[config.mk]
export PLATFORM = sky130hd
export DESIGN_NAME = pcm_sample_unpack_convert_flat
export DESIGN_NICKNAME = d
export VERILOG_FILES = /design/src/rtl/psuc_pkg.sv /design/src/rtl/psuc_in_if.sv /design/src/rtl/psuc_out_if.sv /design/src/rtl/psuc_cfg.sv /design/src/rtl/psuc_front.sv /design/src/rtl/psuc_fifo.sv /design/src/rtl/psuc_back.sv /design/src/rtl/pcm_sample_unpack_convert.sv /design/src/flat_wrapper.sv
export SDC_FILE = /design/constraint.sdc
export NUM_CORES = 1
export LEC_CHECK = 0
export ABC_AREA = 0
export BUFFER_PORTS_ARGS = -buffer_cell sky130_fd_sc_hd__buf_2
export CORE_AREA = 5 5 237 239
export DETAILED_ROUTE_END_ITERATION = 10
export DIE_AREA = 0 0 242 244
export PLACE_DENSITY = 0.5
export REMOVE_ABC_BUFFERS = 1
export SYNTH_ARGS = -nofsm -noshare
export SYNTH_HDL_FRONTEND = slang
export SYNTH_SLANG_ARGS = --single-unit
[constraint.sdc]
create_clock -name clk -period 8.85 [get_ports clk]
set_input_delay 0.885 -clock clk [delete_from_list [all_inputs] [get_ports clk]]
set_output_delay 0.885 -clock clk [all_outputs]
set_load 0.01 [all_outputs]
[src/rtl/psuc_pkg.sv]
// Shared types, constants and a helper of the PCM sample unpacker and converter.
package psuc_pkg;

  localparam int unsigned MAX_BYTES_PER_SAMPLE = 16;
  localparam int unsigned QUEUE_DEPTH          = 2;
  localparam int unsigned CFG_ADDR_W           = 4;
  localparam int unsigned CFG_DATA_W           = 32;

  localparam logic [4:0]  BPS_RESET   = 5'd2;
  localparam logic [6:0]  VBITS_RESET = 7'd16;
  localparam logic [15:0] CHANS_RESET = 16'd1;

  typedef enum logic [1:0] {
    REG_BYTES_PER_SAMPLE = 2'd0,
    REG_VALID_BITS       = 2'd1,
    REG_CHANNEL_COUNT    = 2'd2,
    REG_OUTPUT_FORMAT    = 2'd3
  } reg_idx_t;

  typedef enum logic [1:0] {
    FMT_U8  = 2'd0,
    FMT_S16 = 2'd1,
    FMT_S32 = 2'd2,
    FMT_RSV = 2'd3
  } fmt_t;

  typedef struct packed {
    logic [4:0]  bytes_per_sample;
    logic [6:0]  valid_bits;
    logic [15:0] channel_count;
    fmt_t        output_format;
  } cfg_t;

  typedef struct packed {
    logic [63:0] acc;
    logic        rnd;
    logic [15:0] chan;
    logic        last;
  } q_entry_t;

  // Container size clamped to the range from one byte to the supported maximum.
  function automatic logic [4:0] eff_bytes(input logic [4:0] bps, input logic [4:0] max_b);
    logic [4:0] n;
    n = bps;
    if (n == 5'd0) n = 5'd1;
    if (n > max_b) n = max_b;
    return n;
  endfunction

endpackage

[src/rtl/psuc_in_if.sv]
// Byte input channel: valid/ready handshake with the raw byte and chunk start flag.
interface psuc_in_if;
  logic       valid;
  logic       ready;
  logic [7:0] data_byte;
  logic       chunk_start;

  modport source (output valid, output data_byte, output chunk_start, input ready);
  modport sink   (input valid, input data_byte, input chunk_start, output ready);
endinterface

[src/rtl/psuc_out_if.sv]
// Sample output channel: valid/ready handshake with the converted sample and its tags.
interface psuc_out_if;
  logic               valid;
  logic               ready;
  logic signed [31:0] sample_value;
  logic [15:0]        channel_index;
  logic               end_of_block;

  modport source (output valid, output sample_value, output channel_index,
                  output end_of_block, input ready);
  modport sink   (input valid, input sample_value, input channel_index,
                  input end_of_block, output ready);
endinterface

[src/rtl/psuc_cfg.sv]
// APB-style configuration register bank.
module psuc_cfg (
  input  logic                              clk,
  input  logic                              rst_n,
  input  logic                              psel,
  input  logic                              penable,
  input  logic                              pwrite,
  input  logic [psuc_pkg::CFG_ADDR_W-1:0]   paddr,
  input  logic [psuc_pkg::CFG_DATA_W-1:0]   pwdata,
  output logic [psuc_pkg::CFG_DATA_W-1:0]   prdata,
  output logic                              pready,
  output psuc_pkg::cfg_t                    cfg
);

  psuc_pkg::cfg_t   cfg_r;
  psuc_pkg::reg_idx_t idx;
  logic             wr_en;

  assign pready = 1'b1;
  assign wr_en  = psel && penable && pwrite;
  assign idx    = psuc_pkg::reg_idx_t'(paddr[3:2]);
  assign cfg    = cfg_r;

  always_ff @(posedge clk) begin
    if (!rst_n) begin
      cfg_r.bytes_per_sample <= psuc_pkg::BPS_RESET;
      cfg_r.valid_bits       <= psuc_pkg::VBITS_RESET;
      cfg_r.channel_count    <= psuc_pkg::CHANS_RESET;
      cfg_r.output_format    <= psuc_pkg::FMT_S16;
    end else if (wr_en) begin
      unique case (idx)
        psuc_pkg::REG_BYTES_PER_SAMPLE: cfg_r.bytes_per_sample <= pwdata[4:0];
        psuc_pkg::REG_VALID_BITS:       cfg_r.valid_bits       <= pwdata[6:0];
        psuc_pkg::REG_CHANNEL_COUNT:    cfg_r.channel_count    <= pwdata[15:0];
        psuc_pkg::REG_OUTPUT_FORMAT:
          cfg_r.output_format <= psuc_pkg::fmt_t'(pwdata[1:0]);
        default: ;
      endcase
    end
  end

  always_comb begin
    unique case (idx)
      psuc_pkg::REG_BYTES_PER_SAMPLE: prdata = {27'd0, cfg_r.bytes_per_sample};
      psuc_pkg::REG_VALID_BITS:       prdata = {25'd0, cfg_r.valid_bits};
      psuc_pkg::REG_CHANNEL_COUNT:    prdata = {16'd0, cfg_r.channel_count};
      psuc_pkg::REG_OUTPUT_FORMAT:    prdata = {30'd0, cfg_r.output_format};
      default:                        prdata = '0;
    endcase
  end

endmodule

[src/rtl/psuc_front.sv]
// Front end: accepts bytes, tracks byte and channel position and assembles samples.
module psuc_front #(
  parameter int unsigned MAX_BYTES = psuc_pkg::MAX_BYTES_PER_SAMPLE
) (
  input  logic               clk,
  input  logic               rst_n,
  psuc_in_if.sink            in_ch,
  input  psuc_pkg::cfg_t     cfg,
  input  logic               q_full,
  output logic               q_push,
  output psuc_pkg::q_entry_t q_data
);

  localparam int unsigned PW = (MAX_BYTES > 1) ? $clog2(MAX_BYTES) : 1;

  logic [PW-1:0]      pos_r, pos_nxt, p_eff;
  logic [15:0]        ch_r, ch_nxt, ch_eff, nch;
  logic [63:0]        acc_r, acc_nxt, acc_base;
  logic               rnd_r, rnd_nxt;
  logic [4:0]         nb;
  logic signed [5:0]  lane;
  logic               done, last, accept;

  assign nb     = psuc_pkg::eff_bytes(cfg.bytes_per_sample, 5'(MAX_BYTES));
  assign nch    = (cfg.channel_count == 16'd0) ? 16'd1 : cfg.channel_count;
  assign p_eff  = in_ch.chunk_start ? '0 : pos_r;
  assign ch_eff = in_ch.chunk_start ? 16'd0 : ch_r;
  assign lane   = $signed(6'(p_eff)) + 6'sd8 - $signed({1'b0, nb});

  always_comb begin
    acc_base = (p_eff == '0) ? 64'd0 : acc_r;
    acc_nxt  = acc_base;
    for (int i = 0; i < 8; i++) begin
      if (lane == 6'(i)) acc_nxt[8*i +: 8] = acc_base[8*i +: 8] | in_ch.data_byte;
    end
    if (lane == -6'sd1) rnd_nxt = in_ch.data_byte[7];
    else                rnd_nxt = (p_eff == '0) ? 1'b0 : rnd_r;
  end

  assign done   = (6'(p_eff) + 6'd1) >= {1'b0, nb};
  assign last   = ch_eff >= (nch - 16'd1);
  assign accept = in_ch.valid && in_ch.ready;

  assign in_ch.ready = !q_full;
  assign q_push      = accept && done;
  assign q_data.acc  = acc_nxt;
  assign q_data.rnd  = rnd_nxt;
  assign q_data.chan = ch_eff;
  assign q_data.last = last;

  always_comb begin
    if (done) begin
      pos_nxt = '0;
      ch_nxt  = last ? 16'd0 : ch_eff + 16'd1;
    end else begin
      pos_nxt = PW'(6'(p_eff) + 6'd1);
      ch_nxt  = ch_eff;
    end
  end

  always_ff @(posedge clk) begin
    if (!rst_n) begin
      pos_r <= '0;
      ch_r  <= '0;
    end else if (accept) begin
      pos_r <= pos_nxt;
      ch_r  <= ch_nxt;
    end
  end

  always_ff @(posedge clk) begin
    if (accept) begin
      acc_r <= acc_nxt;
      rnd_r <= rnd_nxt;
    end
  end

`ifndef SYNTHESIS
  a_pos_range: assert property (@(posedge clk) disable iff (!rst_n)
    32'(pos_r) < MAX_BYTES)
    else $error("byte position beyond the largest container");
`endif

endmodule

[src/rtl/psuc_fifo.sv]
// Short queue of assembled samples between the front and back ends.
module psuc_fifo #(
  parameter int unsigned DEPTH = psuc_pkg::QUEUE_DEPTH
) (
  input  logic               clk,
  input  logic               rst_n,
  input  logic               push,
  input  psuc_pkg::q_entry_t push_data,
  output logic               full,
  input  logic               pop,
  output psuc_pkg::q_entry_t pop_data,
  output logic               empty
);

  localparam int unsigned AW = (DEPTH > 1) ? $clog2(DEPTH) : 1;
  localparam int unsigned CW = $clog2(DEPTH + 1);

  psuc_pkg::q_entry_t mem_r [DEPTH];
  logic [AW-1:0]      wr_ptr_r, rd_ptr_r;
  logic [CW-1:0]      cnt_r;
  logic               do_push, do_pop;

  assign full     = cnt_r == CW'(DEPTH);
  assign empty    = cnt_r == '0;
  assign do_push  = push && !full;
  assign do_pop   = pop && !empty;
  assign pop_data = mem_r[rd_ptr_r];

  always_ff @(posedge clk) begin
    if (!rst_n) begin
      wr_ptr_r <= '0;
      rd_ptr_r <= '0;
      cnt_r    <= '0;
    end else begin
      if (do_push) wr_ptr_r <= (wr_ptr_r == AW'(DEPTH - 1)) ? '0 : wr_ptr_r + AW'(1);
      if (do_pop)  rd_ptr_r <= (rd_ptr_r == AW'(DEPTH - 1)) ? '0 : rd_ptr_r + AW'(1);
      if (do_push && !do_pop)      cnt_r <= cnt_r + CW'(1);
      else if (do_pop && !do_push) cnt_r <= cnt_r - CW'(1);
    end
  end

  always_ff @(posedge clk) begin
    if (do_push) mem_r[wr_ptr_r] <= push_data;
  end

`ifndef SYNTHESIS
  a_cnt_range: assert property (@(posedge clk) disable iff (!rst_n)
    32'(cnt_r) <= DEPTH)
    else $error("queue fill count beyond its depth");
  a_cnt_step: assert property (@(posedge clk) disable iff (!rst_n)
    do_push && !do_pop |=> cnt_r == $past(cnt_r) + CW'(1))
    else $error("queue fill count missed a transfer");
`endif

endmodule

[src/rtl/psuc_back.sv]
// Back end: one-byte sign flip, rounding and valid-bit masking, then output format conversion.
module psuc_back #(
  parameter int unsigned MAX_BYTES = psuc_pkg::MAX_BYTES_PER_SAMPLE
) (
  input  logic               clk,
  input  logic               rst_n,
  input  psuc_pkg::cfg_t     cfg,
  input  logic               q_empty,
  input  psuc_pkg::q_entry_t q_data,
  output logic               q_pop,
  psuc_out_if.source         out_ch
);

  logic [4:0]  nb;
  logic [7:0]  nb8;
  logic [6:0]  kk;
  logic [5:0]  shamt;
  logic [63:0] v0, v1, mask;
  logic        one_byte, wide;

  logic        a_valid_r, a_ready, b_ready;
  logic [63:0] a_val_r;
  logic [15:0] a_chan_r;
  logic        a_last_r;

  logic [7:0]         t8;
  logic [15:0]        t16;
  logic [31:0]        t32;
  logic signed [31:0] conv;

  logic               o_valid_r;
  logic signed [31:0] o_val_r;
  logic [15:0]        o_chan_r;
  logic               o_last_r;

  assign nb       = psuc_pkg::eff_bytes(cfg.bytes_per_sample, 5'(MAX_BYTES));
  assign nb8      = {nb, 3'b000};
  assign one_byte = nb == 5'd1;
  assign wide     = nb > 5'd8;

  always_comb begin
    v0 = q_data.acc ^ {one_byte, 63'd0};
    if (wide && q_data.rnd && v0 != 64'h7FFF_FFFF_FFFF_FFFF) v1 = v0 + 64'd1;
    else                                                     v1 = v0;
    kk = cfg.valid_bits;
    if ({1'b0, kk} > nb8) kk = nb8[6:0];
    if (kk > 7'd64) kk = 7'd64;
    if (kk == 7'd0) kk = 7'd1;
    shamt = 6'(7'd64 - kk);
    mask  = ~64'd0 << shamt;
  end

  assign b_ready = !o_valid_r || out_ch.ready;
  assign a_ready = !a_valid_r || b_ready;
  assign q_pop   = !q_empty && a_ready;

  always_ff @(posedge clk) begin
    if (!rst_n) begin
      a_valid_r <= 1'b0;
    end else if (a_ready) begin
      a_valid_r <= !q_empty;
    end
  end

  always_ff @(posedge clk) begin
    if (q_pop) begin
      a_val_r  <= v1 & mask;
      a_chan_r <= q_data.chan;
      a_last_r <= q_data.last;
    end
  end

  always_comb begin
    t8  = a_val_r[63:56] ^ 8'h80;
    t16 = a_val_r[63:48];
    t32 = a_val_r[63:32];
    if (a_val_r[55] && t8 != 8'hFF)            t8  = t8 + 8'd1;
    if (a_val_r[47] && t16 != 16'h7FFF)        t16 = t16 + 16'd1;
    if (a_val_r[31] && t32 != 32'h7FFF_FFFF)   t32 = t32 + 32'd1;
    case (cfg.output_format)
      psuc_pkg::FMT_U8:  conv = $signed({24'd0, t8});
      psuc_pkg::FMT_S16: conv = $signed({{16{t16[15]}}, t16});
      default:           conv = $signed(t32);
    endcase
  end

  always_ff @(posedge clk) begin
    if (!rst_n) begin
      o_valid_r <= 1'b0;
    end else if (b_ready) begin
      o_valid_r <= a_valid_r;
    end
  end

  always_ff @(posedge clk) begin
    if (b_ready && a_valid_r) begin
      o_val_r  <= conv;
      o_chan_r <= a_chan_r;
      o_last_r <= a_last_r;
    end
  end

  assign out_ch.valid         = o_valid_r;
  assign out_ch.sample_value  = o_val_r;
  assign out_ch.channel_index = o_chan_r;
  assign out_ch.end_of_block  = o_last_r;

`ifndef SYNTHESIS
  a_stage_hold: assert property (@(posedge clk) disable iff (!rst_n)
    a_valid_r && !b_ready |=> a_valid_r && $stable(a_val_r))
    else $error("masking stage lost a sample while the output was stalled");
`endif

endmodule

[src/rtl/pcm_sample_unpack_convert.sv]
// Top level of the PCM sample unpacker and format converter.
//
//   Channel   Direction  Handshake              Payload
//   in_ch     input      valid/ready            data_byte, chunk_start
//   out_ch    output     valid/ready            sample_value, channel_index, end_of_block
//   cfg_*     input      APB write, pready = 1  four 32-bit registers at 4*index
//
// One byte is taken per cycle while the sample queue has room; a completed sample
// passes through front assembly, the queue, the mask stage and the convert stage.
// The front stalls only when the sample queue is full, which happens after the output
// is held back for long enough. Reset is synchronous and active low and returns the
// registers to their defaults and the byte and channel positions to zero.
module pcm_sample_unpack_convert #(
  parameter int unsigned MAX_BYTES   = psuc_pkg::MAX_BYTES_PER_SAMPLE,
  parameter int unsigned QUEUE_DEPTH = psuc_pkg::QUEUE_DEPTH
) (
  input  logic                             clk,
  input  logic                             rst_n,
  psuc_in_if.sink                          in_ch,
  psuc_out_if.source                       out_ch,
  input  logic                             cfg_psel,
  input  logic                             cfg_penable,
  input  logic                             cfg_pwrite,
  input  logic [psuc_pkg::CFG_ADDR_W-1:0]  cfg_paddr,
  input  logic [psuc_pkg::CFG_DATA_W-1:0]  cfg_pwdata,
  output logic [psuc_pkg::CFG_DATA_W-1:0]  cfg_prdata,
  output logic                             cfg_pready
);

  psuc_pkg::cfg_t     cfg;
  psuc_pkg::q_entry_t push_data, pop_data;
  logic               q_push, q_pop, q_full, q_empty;

  psuc_cfg u_cfg (
    .clk     (clk),
    .rst_n   (rst_n),
    .psel    (cfg_psel),
    .penable (cfg_penable),
    .pwrite  (cfg_pwrite),
    .paddr   (cfg_paddr),
    .pwdata  (cfg_pwdata),
    .prdata  (cfg_prdata),
    .pready  (cfg_pready),
    .cfg     (cfg)
  );

  psuc_front #(.MAX_BYTES(MAX_BYTES)) u_front (
    .clk    (clk),
    .rst_n  (rst_n),
    .in_ch  (in_ch),
    .cfg    (cfg),
    .q_full (q_full),
    .q_push (q_push),
    .q_data (push_data)
  );

  psuc_fifo #(.DEPTH(QUEUE_DEPTH)) u_fifo (
    .clk       (clk),
    .rst_n     (rst_n),
    .push      (q_push),
    .push_data (push_data),
    .full      (q_full),
    .pop       (q_pop),
    .pop_data  (pop_data),
    .empty     (q_empty)
  );

  psuc_back #(.MAX_BYTES(MAX_BYTES)) u_back (
    .clk     (clk),
    .rst_n   (rst_n),
    .cfg     (cfg),
    .q_empty (q_empty),
    .q_data  (pop_data),
    .q_pop   (q_pop),
    .out_ch  (out_ch)
  );

endmodule

[src/flat_wrapper.sv]
// flat-port wrapper written by rule: the top's interface ports become plain ports
module pcm_sample_unpack_convert_flat 
#(
  parameter int unsigned MAX_BYTES   = psuc_pkg::MAX_BYTES_PER_SAMPLE,
  parameter int unsigned QUEUE_DEPTH = psuc_pkg::QUEUE_DEPTH
)
  (clk, rst_n, cfg_psel, cfg_penable, cfg_pwrite, cfg_paddr, cfg_pwdata, cfg_prdata, cfg_pready, in_ch_valid, in_ch_data_byte, in_ch_chunk_start, in_ch_ready, out_ch_valid, out_ch_sample_value, out_ch_channel_index, out_ch_end_of_block, out_ch_ready);
  psuc_in_if in_ch_i ();
  psuc_out_if out_ch_i ();
  input  logic clk;
  input  logic rst_n;
  input  logic cfg_psel;
  input  logic cfg_penable;
  input  logic cfg_pwrite;
  input  logic [psuc_pkg::CFG_ADDR_W-1:0] cfg_paddr;
  input  logic [psuc_pkg::CFG_DATA_W-1:0] cfg_pwdata;
  output logic [psuc_pkg::CFG_DATA_W-1:0] cfg_prdata;
  output logic cfg_pready;
  input wire logic [$bits(in_ch_i.valid)-1:0] in_ch_valid;
  input wire logic [$bits(in_ch_i.data_byte)-1:0] in_ch_data_byte;
  input wire logic [$bits(in_ch_i.chunk_start)-1:0] in_ch_chunk_start;
  output wire logic [$bits(in_ch_i.ready)-1:0] in_ch_ready;
  output wire logic [$bits(out_ch_i.valid)-1:0] out_ch_valid;
  output wire logic [$bits(out_ch_i.sample_value)-1:0] out_ch_sample_value;
  output wire logic [$bits(out_ch_i.channel_index)-1:0] out_ch_channel_index;
  output wire logic [$bits(out_ch_i.end_of_block)-1:0] out_ch_end_of_block;
  input wire logic [$bits(out_ch_i.ready)-1:0] out_ch_ready;
  assign in_ch_i.valid = in_ch_valid;
  assign in_ch_i.data_byte = in_ch_data_byte;
  assign in_ch_i.chunk_start = in_ch_chunk_start;
  assign in_ch_ready = in_ch_i.ready;
  assign out_ch_valid = out_ch_i.valid;
  assign out_ch_sample_value = out_ch_i.sample_value;
  assign out_ch_channel_index = out_ch_i.channel_index;
  assign out_ch_end_of_block = out_ch_i.end_of_block;
  assign out_ch_i.ready = out_ch_ready;
  pcm_sample_unpack_convert #(.MAX_BYTES(MAX_BYTES), .QUEUE_DEPTH(QUEUE_DEPTH)) u_core (.clk(clk), .rst_n(rst_n), .in_ch(in_ch_i), .out_ch(out_ch_i), .cfg_psel(cfg_psel), .cfg_penable(cfg_penable), .cfg_pwrite(cfg_pwrite), .cfg_paddr(cfg_paddr), .cfg_pwdata(cfg_pwdata), .cfg_prdata(cfg_prdata), .cfg_pready(cfg_pready));
endmodule
Word-level counts from Yosys, hierarchy flattened
Memory sizes are Yosys's and may differ from the RTL's. A register that Yosys moved wholly into a read port is not among the register bits.
Cells that the tools add are included.
- add/sub/neg operators: 14
- magnitude comparators: 6
- eq/ne operators: 18
- shifts and indexed selects: 1
- muxes and demuxes: 36
- bitwise logic cells: 11
- reductions and logical operators: 36
- operators by type and width (cell ; count):
    $mux W64 ; 2
    $pmux W32 S4 ; 1
    $mux W16 ; 5
    $mux W8 ; 9
    $add A64 B1 Y64 const B ; 1
    $and A64 B64 Y64 ; 1
    $ne A64 B63 Y1 const B ; 1
    $or A8 B8 Y8 ; 8
    $pmux W32 S2 ; 1
    $shl A64 B6 Y64 const A ; 1
    $xor A64 B64 Y64 ; 1
    $add A16 B1 Y16 const B ; 2
    $add A32 B1 Y32 const B ; 1
    $mux W32 ; 1
    $ne A32 B31 Y1 const B ; 1
    $eq A6 B4 Y1 const B ; 4
    $ge A16 B16 Y1 ; 1
    $logic_not A16 Y1 ; 1
    $ne A16 B15 Y1 const B ; 1
    $sub A16 B1 Y16 const B ; 1
    $logic_and A1 B1 Y1 ; 15
    $mux W7 ; 2
    $eq A6 B3 Y1 const B ; 2
    $mux W5 ; 2
    33 further kinds ; 57
- bits in registers: 251
- RAM bits: 164
- bits of input ports: 52
- output and inout port bits: 84
- logic and storage cells: 142
- memories: 1
- memory list (memory ; words ; bits a word ; read ports ; clocked after memory_dff ; write ports ; RTL line ; text):
    u_core.u_fifo.mem_r ; 2 ; 82 ; 1 ; 1 ; 1 ; psuc_fifo.sv:18 ; psuc_pkg::q_entry_t mem_r [DEPTH];

Logic depth before layout (Yosys ltp)
- word-level depth: 13
- depth in mapped cells: 22

By module
From an unflattened synthesis, not the netlist that was laid out.
- cell total of the unflattened synthesis: 1565
- area, all modules: 18808.0 um2
- by module, submodules not included (module ; instances ; cells each ; area each (um2) ; sequential area each (um2)):
    psuc_fifo ; 1 ; 280 ; 6147.1 ; 5024.8
    psuc_back ; 1 ; 567 ; 6069.6 ; 3012.9
    psuc_front ; 1 ; 546 ; 5028.6 ; 2352.3
    psuc_cfg ; 1 ; 172 ; 1562.7 ; 600.6

Worst setup path before layout
OpenSTA, ideal clock, no wires.
- path type: input to register
- from: input port in_ch_chunk_start
- to: memory u_core.u_fifo.mem_r[0][0] in the netlist's numbering (enable)
- setup time: 0.623 ns
- data arrival time: 8.628 ns
- data required time: 8.227 ns
- path slack: -0.401 ns
- cell stages on the path: 13
- path buffers: 4
- cells stage by stage: clkbuf_1 -> clkbuf_1 -> clkbuf_1 -> nand2b_1 -> inv_1 -> ha_1 -> xor2_1 -> ha_1 -> o21a_1 -> o211ai_1 -> and2_1 -> clkbuf_1 -> nor3_1
- longest elaborated chain between the ends: 7
- RTL lines (what ; RTL line ; text):
    from (decl) ; flat_wrapper.sv:21 ; input wire logic [$bits(in_ch_i.chunk_start)-1:0] in_ch_chunk_start;
    $mux W4 ; psuc_front.sv:26 ; assign p_eff = in_ch.chunk_start ? '0 : pos_r;
    $add A4 B1 Y5 ; n/a ;
    $ge A6 B5 Y1 ; psuc_front.sv:40 ; assign done = (6'(p_eff) + 6'd1) >= {1'b0, nb};
    $logic_and A1 B1 Y1 ; psuc_front.sv:45 ; assign q_push = accept && done;
    $logic_and A1 B1 Y1 ; psuc_fifo.sv:25 ; assign do_push = push && !full;
    $mux W1 ; psuc_fifo.sv:43 ; if (do_push) mem_r[wr_ptr_r] <= push_data;
    $mux W1 (not written as such) ; psuc_fifo.sv:43 ;
    to (decl) ; psuc_fifo.sv:18 ;
Every way passes these cells.

==> impl_metrics.ini <==
[power_and_ir_drop]
p_leak_nw = 7.51
vdd.ir_drop.worst_mv = 0.135
p_seq_share_pct = 48.1
power.density_nw_per_um2 = 253
p_switching_mw = 1.53
swShare_pct = 28.6
total_power_mw = 5.36
p_comb_share_pct = 17.4
pwr-share-clk_pct = 34.6
p_int_mw = 3.83

[clocking]
clkTransAtPathRegs_ns = 0.06
numCtsBuffers = 44
cts_setup_buffers = 0
post_cts_resized = 0
cts.sink_count = 385
cts-root-buf = clkbuf_16
ctsHoldBuffers = 0
cts_tree = done
insertion_delay_ns = 0.57
cts.htree.levels = 2
clockBufferDepth = 3

[layout]
final-seq-area_um2 = 11000
antenna_cells = 0
fin_nets = 1728
multiInputGateArea_um2 = 7060
area.growth.synth_to_final_pct = 13.9
fill_cells = 5136
fin_cells = 2361
final_layout_size_suffix_gt1_share_pct = 14.4

[timing]
holdWs_ns = 0.423
slew_headroom_pct = 22.4
hold_violations = 0
rsz0062_at_grt = no
finalClockSkew_ns = 0.0264
period_share_pct = 58.4
max_slew.worst_pin.slew_ns = 1.16
setup_violations = 0
max_freq_mhz = 193
setup_ws_ns = 3.68
drv_slew = 0
fin_tns_setup_ns = 0
min_period_ns = 5.17

[run_status]
status = completed

[synth]
async_flop_share_pct = 0
ys_ff_latch = 385
ys.flop_type = edfxtp_1
synth_cell_types = 86
synth_top_area_share_pct = 53.0
syn_inst = 1542
syn-mean-instance-area_um2 = 12.1
yosysTopAreaCell = edfxtp_1
synth.area.top_cells = edfxtp_1, dfxtp_1, a22o_1
yosysSeqAreaShare_pct = 59.1
synth-edff-count = 328
yosys_warnings = 0
synth.most_common_cell = edfxtp_1
ys_top_cells_by_count = edfxtp_1, nand2_1, nor2_1
synthesis.area_um2 = 18600

[critical_path]
cp-end-kind = flop
worst_ep_required_time_ns = 9.35
cp_data_arrival_time_ns = 5.67
critPathKind = flop to flop
crit_path_start_kind = flop
critPathMaxFanout = 9

[floorplanning]
start_util_pct = 34.7
die_w_um = 242
coreArea_um2 = 53600
ios = 136
rows = 85
die_height_um = 244
die_area_um2 = 59000

[route]
dr.pass1.iters = 5
post_drt_wl_per_cell_um = 19.0
drc_errors = 0
wirelength_um = 44900
drt_iter0_drc = 786
via_count = 12200
postRouteAntennaNets = 0
viasPerCell = 5.17

[placement]
place_hpwl_um = 30400
dp_slack_ns = 3.74
gp_congestion = 0.842
place_inst = 2279
port_buffers = 100

[global_routing]
antenna_found_initial = 1
grt_pass1_vias = 12200
grt-ovfl-total = 0
grt_max_degree = 69
globalRouteTotalUtil_pct = 14.8
grt_pass1_wl_um = 70500

[run]
max-cap-violations = 0

[worst_hold_path]
hp-class = flop to flop
-- layout make-up --
class,instances,share of cell area (%)
Tap cell,696,4.11
Timing Repair Buffer,115,2.90
Sequential cell,385,51.9
Clock buffer,53,5.36
Inverter,40,0.715
Clock inverter,29,1.61
Multi-Input combinational cell,1043,33.4
-- metal layers --
| metal | part of all wire (%) | vias to the layer above | global-route usage (%) | wire [um] |
|---|---|---|---|---|
| li1 | - | 5970 | - | - |
| met1 | 48 | 5918 | 20.8 | 21500 |
| met2 | 45 | 249 | 23.6 | 20400 |
| met3 | 4.4 | 76 | 2.78 | 1960 |
| met4 | 2.4 | 0 | 4.03 | 1090 |
| met5 | 0 | - | 0 | 0 |
-- power by group through the flow --
stage                     Combinational, mW  Clock [mW]  Sequential [mW]
after floorplan                       0.613           0             2.60
after global placement                0.939           0             2.61
after detailed placement              0.943           0             2.62
after CTS                             0.948        1.90             2.58
after global routing                   1.03        1.99             2.61
final                                 0.931        1.85             2.58
-- cell families after synthesis --
kind of cell,share of synthesized area (%)
simple gates,14.3
mux,4.08
xor+xnor,4.34
buf+inv,3.29
flops,59.1
other cells,0.0404
compound gates,11.6
fa+ha+maj,3.20
-- critical path, stage by stage (launching register included) --
cell      delay [ns]
dfxtp_1         0.37
nor3_1          0.28
nand2b_1        0.16
nor4_1          0.29
nand2b_1        0.17
nor3_1          0.44
a31oi_1         0.21
ha_1            0.27
nand2_1         0.21
nor4_1          0.10
xnor2_1         0.13
ha_1            0.18
a21o_1          0.17
a21o_1          0.17
a21oi_1         0.15
o21ai_0         0.11
a21oi_1         0.33
clkinv_1        0.33
a21oi_1         0.64
and3_1          0.26
o31a_1          0.13
-- placed cells by master (no fill, tap or decap), types with 6 or more instances in the layout --
cell type  instances
a22oi_1            9
nor2b_1           29
o21ai_0           46
clkinv_2           9
a211oi_1          17
a31oi_1           12
buf_2            100
xnor2_1           40
o22ai_1           12
nor2_1            79
clkinv_1           6
clkbuf_16         44
mux2_2            23
nand4_1           27
xor2_1            52
clkbuf_1           9
nand3_1           63
o221ai_1           6
and3_1            19
nand2_1          148
a21oi_1           70
nor4_1            10
nor3_1            36
inv_1             36
nand3b_1          21
nand2b_1          16
o211ai_1           6
conb_1            17
mux2i_1           44
buf_4             15
ha_1              46
a21o_1            10
edfxtp_1         328
a22o_1            68
and2_1            23
bufinv_16          6
dfxtp_1           56
-- through the flow --
stage                     utilization, %  instance area (um^2)
after global routing                39.5                 21200
after floorplan                        -                 18200
final                               39.5                 21200
after detailed placement            36.7                 19700
after CTS                           39.5                 21200
after global placement              36.7                 19700
-- sequential cells by signal, summed over array words and instances (netlist names), 2 cells and up, named ones only --
register	cells
u_core.u_front.acc_r	64
u_core.u_cfg.cfg	30
u_core.u_fifo.cnt_r	2
u_core.u_back.a_chan_r	16
u_core.u_back.out_ch.sample_value	32
u_core.u_fifo.mem_r	164
u_core.u_front.ch_r	16
u_core.u_front.pos_r	4
u_core.u_back.out_ch.channel_index	16
u_core.u_back.a_val_r	33
-- final timing paths --
kind	startpoint	to	slack [ns]	cells after the start
worst max-delay path	u_core.u_cfg.cfg[8]	u_core.u_front.ch_r[10]	3.68	20
worst min-delay path	u_core.u_back.a_chan_r[15]	u_core.u_back.out_ch.channel_index[15]	0.42	0
worst max register to register	u_core.u_cfg.cfg[8]	u_core.u_front.ch_r[10]	3.68	20
worst min register to register	u_core.u_back.a_chan_r[15]	u_core.u_back.out_ch.channel_index[15]	0.42	0
Note: power is estimated with default switching activity, not from simulation.
